<file path="config.mk">
export PLATFORM = sky130hd
export DESIGN_NAME = utf8_code_point_decoder
export DESIGN_NICKNAME = d
export VERILOG_FILES = /design/src/sv/utf8d_pkg.sv /design/src/sv/utf8d_step.sv /design/src/sv/utf8_code_point_decoder.sv
export SDC_FILE = /design/constraint.sdc
export NUM_CORES = 1
export LEC_CHECK = 0
export ABC_AREA = 1
export ABC_CLOCK_PERIOD_IN_PS = 2450
export BUFFER_PORTS_ARGS = -buffer_cell sky130_fd_sc_hd__buf_2
export CAP_MARGIN = 20
export CORE_MARGIN = 3
export CORE_UTILIZATION = 45
export CTS_CLUSTER_DIAMETER = 100
export DETAILED_ROUTE_END_ITERATION = 16
export GPL_ROUTABILITY_DRIVEN = 0
export PLACE_DENSITY = 0.69
export SLEW_MARGIN = 40
export SYNTH_ARGS = -nofsm -noshare
export SYNTH_HDL_FRONTEND = slang
export SYNTH_SLANG_ARGS = --single-unit
</file>
<file path="constraint.sdc">
create_clock -name clk -period 2.45 [get_ports clk]
set_input_delay 0.49 -clock clk [delete_from_list [all_inputs] [get_ports clk]]
set_output_delay 0.49 -clock clk [all_outputs]
set_load 0.01 [all_outputs]
</file>
<file path="src/sv/utf8d_pkg.sv">
package utf8d_pkg;

  // Widths of the item fields
  localparam int unsigned CP_W   = 21;
  localparam int unsigned BYTE_W = 8;
  localparam int unsigned LEN_W  = 3;

  // Longest sequence accepted after reset
  localparam logic [LEN_W-1:0] MAX_SEQ_RESET = 3'd4;

  // Sequence lengths implied by the lead byte
  localparam logic [LEN_W-1:0] SEQ_LEN_2 = 3'd2;
  localparam logic [LEN_W-1:0] SEQ_LEN_3 = 3'd3;
  localparam logic [LEN_W-1:0] SEQ_LEN_4 = 3'd4;

  // Decoder state carried from byte to byte
  typedef struct packed {
    logic [CP_W-1:0] partial_value;
    logic [1:0]      bytes_pending;
    logic            frame_failed;
  } dec_state_t;

  // One result item
  typedef struct packed {
    logic [CP_W-1:0] code_point;
    logic            decode_error;
    logic            end_of_frame;
  } dec_result_t;

endpackage

</file>
<file path="src/sv/utf8d_step.sv">
module utf8d_step (
  input  utf8d_pkg::dec_state_t       state_i,
  input  logic [7:0]                  text_byte_i,
  input  logic                        frame_last_i,
  input  logic [2:0]                  max_len_i,
  output utf8d_pkg::dec_state_t       state_o,
  output logic                        emit_o,
  output utf8d_pkg::dec_result_t      result_o
);
  import utf8d_pkg::*;

  logic             err;
  logic             done;
  logic [CP_W-1:0]  cp;
  logic [LEN_W-1:0] need;
  logic [CP_W-1:0]  lead_val;
  logic [CP_W-1:0]  shifted;
  dec_state_t       nxt;

  // Decode one byte against the running state
  always_comb begin
    err      = 1'b0;
    done     = 1'b0;
    cp       = '0;
    need     = '0;
    lead_val = '0;
    nxt      = state_i;
    shifted  = {state_i.partial_value[CP_W-7:0], text_byte_i[5:0]};

    if (state_i.bytes_pending == 2'd0) begin
      // lead byte classification
      if (text_byte_i[7] == 1'b0) begin
        if (text_byte_i == '0) begin
          err = 1'b1;
        end else begin
          cp   = CP_W'(text_byte_i[6:0]);
          done = 1'b1;
        end
      end else if (text_byte_i[7:5] == 3'b110) begin
        need     = SEQ_LEN_2;
        lead_val = CP_W'(text_byte_i[4:0]);
      end else if (text_byte_i[7:4] == 4'b1110) begin
        need     = SEQ_LEN_3;
        lead_val = CP_W'(text_byte_i[3:0]);
      end else if (text_byte_i[7:3] == 5'b11110) begin
        need     = SEQ_LEN_4;
        lead_val = CP_W'(text_byte_i[2:0]);
      end else begin
        err = 1'b1;
      end
      if (need != '0) begin
        if (need > max_len_i) begin
          err = 1'b1;
        end else begin
          nxt.bytes_pending = 2'(need - 3'd1);
          nxt.partial_value = lead_val;
        end
      end
    end else begin
      // continuation byte expected
      if (text_byte_i[7:6] != 2'b10) begin
        err = 1'b1;
      end else begin
        nxt.partial_value = shifted;
        nxt.bytes_pending = state_i.bytes_pending - 2'd1;
        if (state_i.bytes_pending == 2'd1) begin
          cp   = shifted;
          done = 1'b1;
        end
      end
    end

    // frame ends mid-sequence
    if (!err && !done && frame_last_i) begin
      err = 1'b1;
    end

    emit_o   = 1'b0;
    result_o = '{code_point: '0, decode_error: 1'b1, end_of_frame: frame_last_i};
    state_o  = nxt;

    if (state_i.frame_failed) begin
      // swallow the rest of a failed frame
      emit_o  = frame_last_i;
      state_o = state_i;
      if (frame_last_i) begin
        state_o = '0;
      end
    end else if (err) begin
      emit_o                = 1'b1;
      state_o               = '0;
      state_o.frame_failed  = !frame_last_i;
    end else if (done) begin
      emit_o                = 1'b1;
      state_o               = '0;
      result_o.code_point   = cp;
      result_o.decode_error = 1'b0;
    end
  end

endmodule

</file>
<file path="src/sv/utf8_code_point_decoder.sv">
// Path: input register, combinational decode step, result register.
// Throughput: one byte per cycle unless out_ready stalls output; the decode step sets it.
// Bytes that neither complete a character nor raise an error produce no result; after
// an error only the frame's last byte does. Reset (rst_n low, synchronous) clears the
// valid flags and the decode state and sets the length limit to 4.
module utf8_code_point_decoder (
  input  logic                        clk,
  input  logic                        rst_n,
  input  logic                        in_valid,
  output logic                        in_ready,
  input  logic [7:0]                  in_text_byte,
  input  logic                        in_frame_last,
  output logic                        out_valid,
  input  logic                        out_ready,
  output logic [20:0]                 out_code_point,
  output logic                        out_decode_error,
  output logic                        out_end_of_frame,
  input  logic                        cfg_wr_en,
  input  logic [2:0]                  cfg_wr_data
);
  import utf8d_pkg::*;

  logic [LEN_W-1:0]  max_len_r;
  logic              s1_valid_r;
  logic [BYTE_W-1:0] s1_byte_r;
  logic              s1_last_r;
  dec_state_t        state_r;
  dec_state_t        state_nxt;
  logic              out_valid_r;
  dec_result_t       result_r;
  dec_result_t       result_nxt;
  logic              emit;
  logic              out_free;
  logic              advance;

  // Length limit register
  always_ff @(posedge clk) begin
    if (!rst_n) begin
      max_len_r <= MAX_SEQ_RESET;
    end else if (cfg_wr_en) begin
      max_len_r <= cfg_wr_data;
    end
  end

  // Handshake: the staged byte moves on whenever the result slot can take it
  assign out_free = !out_valid_r || out_ready;
  assign advance  = s1_valid_r && out_free;
  assign in_ready = !s1_valid_r || advance;

  // Input register
  always_ff @(posedge clk) begin
    if (!rst_n) begin
      s1_valid_r <= 1'b0;
    end else if (in_ready) begin
      s1_valid_r <= in_valid;
    end
  end

  always_ff @(posedge clk) begin
    if (in_ready && in_valid) begin
      s1_byte_r <= in_text_byte;
      s1_last_r <= in_frame_last;
    end
  end

  utf8d_step u_step (
    .state_i      (state_r),
    .text_byte_i  (s1_byte_r),
    .frame_last_i (s1_last_r),
    .max_len_i    (max_len_r),
    .state_o      (state_nxt),
    .emit_o       (emit),
    .result_o     (result_nxt)
  );

  // Decode state updates once per consumed byte
  always_ff @(posedge clk) begin
    if (!rst_n) begin
      state_r <= '0;
    end else if (advance) begin
      state_r <= state_nxt;
    end
  end

  // Result register
  always_ff @(posedge clk) begin
    if (!rst_n) begin
      out_valid_r <= 1'b0;
    end else if (out_free) begin
      out_valid_r <= advance && emit;
    end
  end

  always_ff @(posedge clk) begin
    if (advance && emit) begin
      result_r <= result_nxt;
    end
  end

  assign out_valid        = out_valid_r;
  assign out_code_point   = result_r.code_point;
  assign out_decode_error = result_r.decode_error;
  assign out_end_of_frame = result_r.end_of_frame;

endmodule

</file>
### Word level (Yosys, flattened, before mapping)

Cells that the tools add are included.

* multiplexer cells: 41
* equality and inequality tests: 9
* bitwise logic cells: 1
* add/sub/neg operators: 2
* reductions and logical operators: 18
* $lt $le $gt $ge: 1

Operators with widths (count)
* 2-to-1 mux 21 bit: 4
* 2-to-1 mux 18 bit: 4
* 2-to-1 mux 17 bit: 4
* 2-to-1 mux 15 bit: 2
* 2-to-1 mux 1 bit: 19
* 2-to-1 mux 3 bit: 6
* != test 5 x 3 -> 1 bit, second input constant: 2
* logical NOT 8 bit: 1
* 2-to-1 mux 7 bit: 1
* == test 5 bit, second input constant: 1
* logical AND 1 bit: 5
* logical NOT 1 bit: 5
* != test 5 x 2 -> 1 bit, second input constant: 1
* AND reduction 5 bit: 1
* == test 4 bit, second input constant: 1
* 2-to-1 mux 4 bit: 1
* != test 2 bit, second input constant: 2
* subtractor 2 x 1 -> 2 bit, second input constant: 2
* == test 3 bit, second input constant: 1
* greater-than comparator 3 bit: 1
* nonzero test 3 bit: 1
* OR reduction 3 bit: 1
* == test 2 x 1 -> 1 bit, second input constant: 1
* logical NOT 2 bit: 1
* 3 further kinds: 4

* register bits: 55
* output and inout bits: 25
* word-level logic and storage cells: 83
* bits of input ports: 17

### Logic depth before layout (Yosys ltp)

* depth after elaboration: 17
* gate-level depth with buffers: 15
* depth with buffers taken out: 14

### By module

A second synthesis with hierarchy kept.

* cells, all modules: 471
* area, all modules: 3679.8 um^2

Modules (own cells, without submodules)
* utf8_code_point_decoder: sequential area each 1541.5 um^2, area an instance 2306.0 um^2, instances 1, cells an instance 219
* utf8d_step: sequential area each 0.0 um^2, area an instance 1373.8 um^2, instances 1, cells an instance 252

### Worst setup path after synthesis

No wires, ideal clock.

* path type: register -> register
* start: register s1_byte_r[6]
* end: register result_r, in the netlist out_code_point[0] (enable)
* period minus slack after synthesis: 2335 ps
* setup time: 378 ps
* arrival time: 1956 ps
* data required time: 2072 ps
* setup slack: 115 ps
* buffers on the path: 0
* cell stages (with the launch flop): 14
* cells stage by stage: edfxtp_1 nand2_1 clkinv_1 nand3_1 inv_1 ha_1 nand3b_1 nand2_1 nand2_1 nand2_2 nand2_2 nand4_1 nand2_2 inv_1

* word-level cells in the longest chain between the ends: 17
* elaborated cells between the ends (all ways): 34
* those cells by class: order compare (1); eq/ne (4); mux (22); reduce/logical (7)

Ends and longest elaborated chain
* start: declaration: RTL line utf8_code_point_decoder.sv:25 `logic [BYTE_W-1:0] s1_byte_r;`
* start signal: assignment: RTL line utf8_code_point_decoder.sv:61 `s1_byte_r <= in_text_byte;`
* == test 5 bit: RTL line utf8d_step.sv:45 `end else if (text_byte_i[7:3] == 5'b11110) begin`
* 2-to-1 mux 3 bit: RTL line utf8d_step.sv:45
* 2-to-1 mux 3 bit: RTL line utf8d_step.sv:42 `end else if (text_byte_i[7:4] == 4'b1110) begin`
* 2-to-1 mux 3 bit: RTL line utf8d_step.sv:39 `end else if (text_byte_i[7:5] == 3'b110) begin`
* 2-to-1 mux 3 bit: RTL line utf8d_step.sv:32 `if (text_byte_i[7] == 1'b0) begin`
* 2-to-1 mux 3 bit: RTL line utf8d_step.sv:30 `if (state_i.bytes_pending == 2'd0) begin`
* greater-than comparator 3 bit: RTL line utf8d_step.sv:52 `if (need > max_len_i) begin`
* 2-to-1 mux 1 bit: RTL line utf8d_step.sv:52
* 2-to-1 mux 1 bit: RTL line utf8d_step.sv:51 `if (need != '0) begin`
* 2-to-1 mux 1 bit: RTL line utf8d_step.sv:30
* logical NOT 1 bit: RTL line utf8d_step.sv:74 `if (!err && !done && frame_last_i) begin`
* logical AND 1 bit (2 in series): RTL line utf8d_step.sv:74
* 2-to-1 mux 1 bit: RTL line utf8d_step.sv:74
* 2-to-1 mux 1 bit (*): RTL line utf8d_step.sv:89 `end else if (err) begin`
* 2-to-1 mux 1 bit (*): RTL line utf8d_step.sv:82 `if (state_i.frame_failed) begin`
* logical AND 1 bit (*): RTL line utf8_code_point_decoder.sv:95 `if (advance && emit) begin`
* end signal: assignment: RTL line utf8_code_point_decoder.sv:96 `result_r <= result_nxt;`
* end: declaration: RTL line utf8_code_point_decoder.sv:30 `dec_result_t result_r;`

Every way passes the cells marked *; elsewhere a longest branch is shown, timed or not. The select of a mux whose other input is x is not followed.
A chain may end at the register's enable or synchronous reset.

### Final worst setup path

* start: register s1_byte_r[6]
* end: register result_r, in the netlist out_end_of_frame (enable)

Same word-level chain as after synthesis.

==> results by group <==
Route
  • Vias: 1681
  • 1st-iter DRT viols: 93
  • Drt first pass iters: 4
  • DRC violations left: 0
  • WL final: 3.96 mm
  • Vias per std cell: 4.74
  • DR WL/cell: 11.2 µm
  • ANT nets after route: 0

Timing
  • Clk_skew: 0.00696 ns
  • Final period utilization: 90.9%
  • # setup viols final: 0
  • RSZ-0062 raised after global routing: no
  • Worst rel slew slack: 61.6%
  • Pins Over Slew Limit: 0
  • Fin crit period: 2.23 ns
  • Final Hold Vio Count: 0
  • Least-Margin Pin Slew: 0.574 ns
  • Sum Neg Setup Slack: 0 ns
  • Fmax: 449 MHz

Min path
  • Worst hold start: in_text_byte[4]
  • Hold endpoint: s1_byte_r[4]$_DFFE_PP_
  • Hold Path Depth: 1
  • Worst min path class: primary input to register

Clocking
  • CTS tree: built
  • Later-pin clock latency in the skew report: 0.31 ns
  • Max Root-Sink Buffers: 2
  • Clock Root Buffer: clkbuf_8
  • H-tree lvl count: 2
  • Post-cts hold buffer count: 0
  • Total clock sinks: 55
  • CTS buffer count: 5
  • Clk slew on worst S/H paths: 0.09 ns

Setup path
  • Kind of end point of the critical path: register
  • Worst-path maximum fanout: 24
  • Reg2Reg Launch Point: s1_byte_r[6]$_DFFE_PP_
  • Arr. time, crit path: 2.30 ns
  • Setup CP Type: register to register
  • Flop2flop setup slack: 0.22 ns
  • Worst reg-to-reg path cell count: 14
  • Crit start category: register
  • Crit Reg-Reg Endpoint: out_end_of_frame$_DFFE_PP_
  • Worst EP required: 2.52 ns

Synth
  • Syn Std Cell Area: 2370 µm²
  • Post-synthesis sequential area ratio: 59.9%
  • Synth Warn #: 0
  • Mapped Nets: 262
  • Number of library cell types mapped by synthesis: 28
  • Synthesized flop and latch total: 55
  • Cells after Synth: 242
  • Synthesized area per cell: 9.80 µm²

Floorplanning
  • Rows: 25
  • Initial Util: 48.3%
  • Die ar.: 6180 µm²
  • Chip Height: 78.6 µm
  • Die Width: 78.6 µm
  • Core area: 4910 µm²
  • IO Pins: 42

Cells and area
  • Post-Layout Inst Area: 2740 µm²
  • FF+latch area: 1420 µm²
  • Filler instances: 447
  • NumNets Final: 307
  • Layout cells sized above 1: 26.7%
  • Final core utilization: 55.9%
  • Antenna cells: 0
  • Area occupied by multi-input gates: 749 µm²
  • Most frequent cells in the layout: 41 x buf_2, 40 x nor2_1, 37 x inv_1, 32 x edfxtp_1, 26 x o21ai_0
  • Most common cell after layout, fill and taps aside: buf_2
  • P&R area growth vs syn: 15.7%

Power
  • Power, Total: 1790 µW
  • Max IR drop VDD: 0.000316 V
  • Combinational Power Share: 13.0%
  • Internal: 1320 µW
  • Reg power frac: 59.0%
  • Pwr dens: 654 nW/µm²
  • Leakage: 0.00111 µW
  • Switch Pwr: 472 µW
  • Sw frac: 26.3%
  • Clock power share: 28.0%

Placed design
  • Buffers on Ports: 41
  • Placed Area: 2640 µm²
  • HPWL after DPL: 2.88 mm

Global route
  • Total track usage: 14.0%
  • Vias in the first global route: 1570
  • Largest net degree at the start of global routing: 25
  • Grt ovf: 0
  • Global-route wire length before repair: 6.80 mm
  • Initial antenna violation count: 0

Flow run
  • Max_cap viols: 0

Run status
  • Status: complete, no violations
per-stage QoR:
stage | hold slack [ns] | setup slack, ns | std cells
floorplan | 0.439 | 0.115 | 242
global placement | 0.471 | 0.239 | 346
detailed placement | 0.460 | 0.131 | 346
CTS | 0.341 | 0.119 | 354
global route | 0.334 | 0.00510 | 355
finish | 0.348 | 0.224 | 355
Yosys cell counts (all sizes together):
cell type  instances  area (µm²)
clkbuf             4        15.0
edfxtp            32         961
a31oi              1        6.26
or2                1        6.26
o21ai             31         170
dfxtp             23         460
nand3b             1        7.51
o22ai              3        18.8
a22oi              1        7.51
buf                2        25.0
nor2              53         287
nand2             27         119
inv               41         154
a21oi             10        53.8
nand3              6        30.0
nand4              1        6.26
clkinv             2        7.51
ha                 3        37.5
state kept, by name (all words and copies together), names as in the netlist, 3 cells and up:
| register | cells |
|---|---|
| max_len_r | 3 |
| out_code_point | 21 |
| s1_byte_r | 8 |
| state_r | 18 |
kinds of logic after synthesis:
kind of cell,after synthesis,share of synthesized area (%)
simple gates,89,19.2
flops,55,59.9
buf+inv,49,8.49
compound gates,46,10.8
fa+ha+maj,3,1.58
final cells by class:
type	instances	area share (%)
timing repair buffer	44	8.57
inverter	43	5.88
tap	67	3.06
clock buffer	5	2.51
clock inverter	3	0.866
multi-input combinational	138	27.3
sequential	55	51.8
metal layers:
metal / vias up / wire (µm) / track usage [%]
li1: 866 / - / -
met1: 768 / 1670 / 16.2
met2: 40 / 1990 / 24.6
met3: 7 / 228 / 3.10
met4: 0 / 77 / 6.29
met5: - / 0 / 0
worst max path at each step:
stage / start / endpoint / slack [ns] / depth (start not counted)
after floorplan: s1_byte_r[6]$_DFFE_PP_ / out_code_point[0]$_SDFFCE_PP0P_ / 0.12 / 13
after global placement: s1_byte_r[6]$_DFFE_PP_ / out_code_point[2]$_SDFFCE_PP0P_ / 0.24 / 14
after detailed placement: s1_byte_r[6]$_DFFE_PP_ / out_code_point[2]$_SDFFCE_PP0P_ / 0.13 / 14
after CTS: s1_byte_r[6]$_DFFE_PP_ / out_code_point[6]$_SDFFCE_PP0P_ / 0.12 / 14
after global routing: s1_byte_r[6]$_DFFE_PP_ / out_code_point[2]$_SDFFCE_PP0P_ / 0.005 / 14
final: s1_byte_r[6]$_DFFE_PP_ / out_end_of_frame$_DFFE_PP_ / 0.22 / 14
power by group through the flow:
| stage | Sequential (µW) | Clock [µW] | Combinational [µW] |
|---|---|---|---|
| global placement | 1080 | 0 | 229 |
| global route | 1060 | 548 | 267 |
| finish | 1060 | 502 | 234 |
| floorplan | 1090 | 0 | 158 |
| CTS | 1060 | 515 | 233 |
| detailed placement | 1080 | 0 | 232 |
critical path, cell delays in order (launching register included):
cell and delay (ns):
edfxtp_1 0.46, nand2_1 0.10, clkinv_1 0.08, nand3_1 0.12
inv_1 0.06, ha_1 0.30, a21oi_1 0.17, nand2_1 0.07
nand2_1 0.07, nand2_2 0.05, nand2_2 0.06, nand4_1 0.08
nand2_2 0.11, inv_1 0.06, buf_8 0.17
repair_timing:
action,in CTS,in global routing
endpoints found under the hold margin,0,0
buffers inserted,0,1
setup endpoints to repair,0,23
resized for setup,0,2
Power figures use the tool's default switching activity.
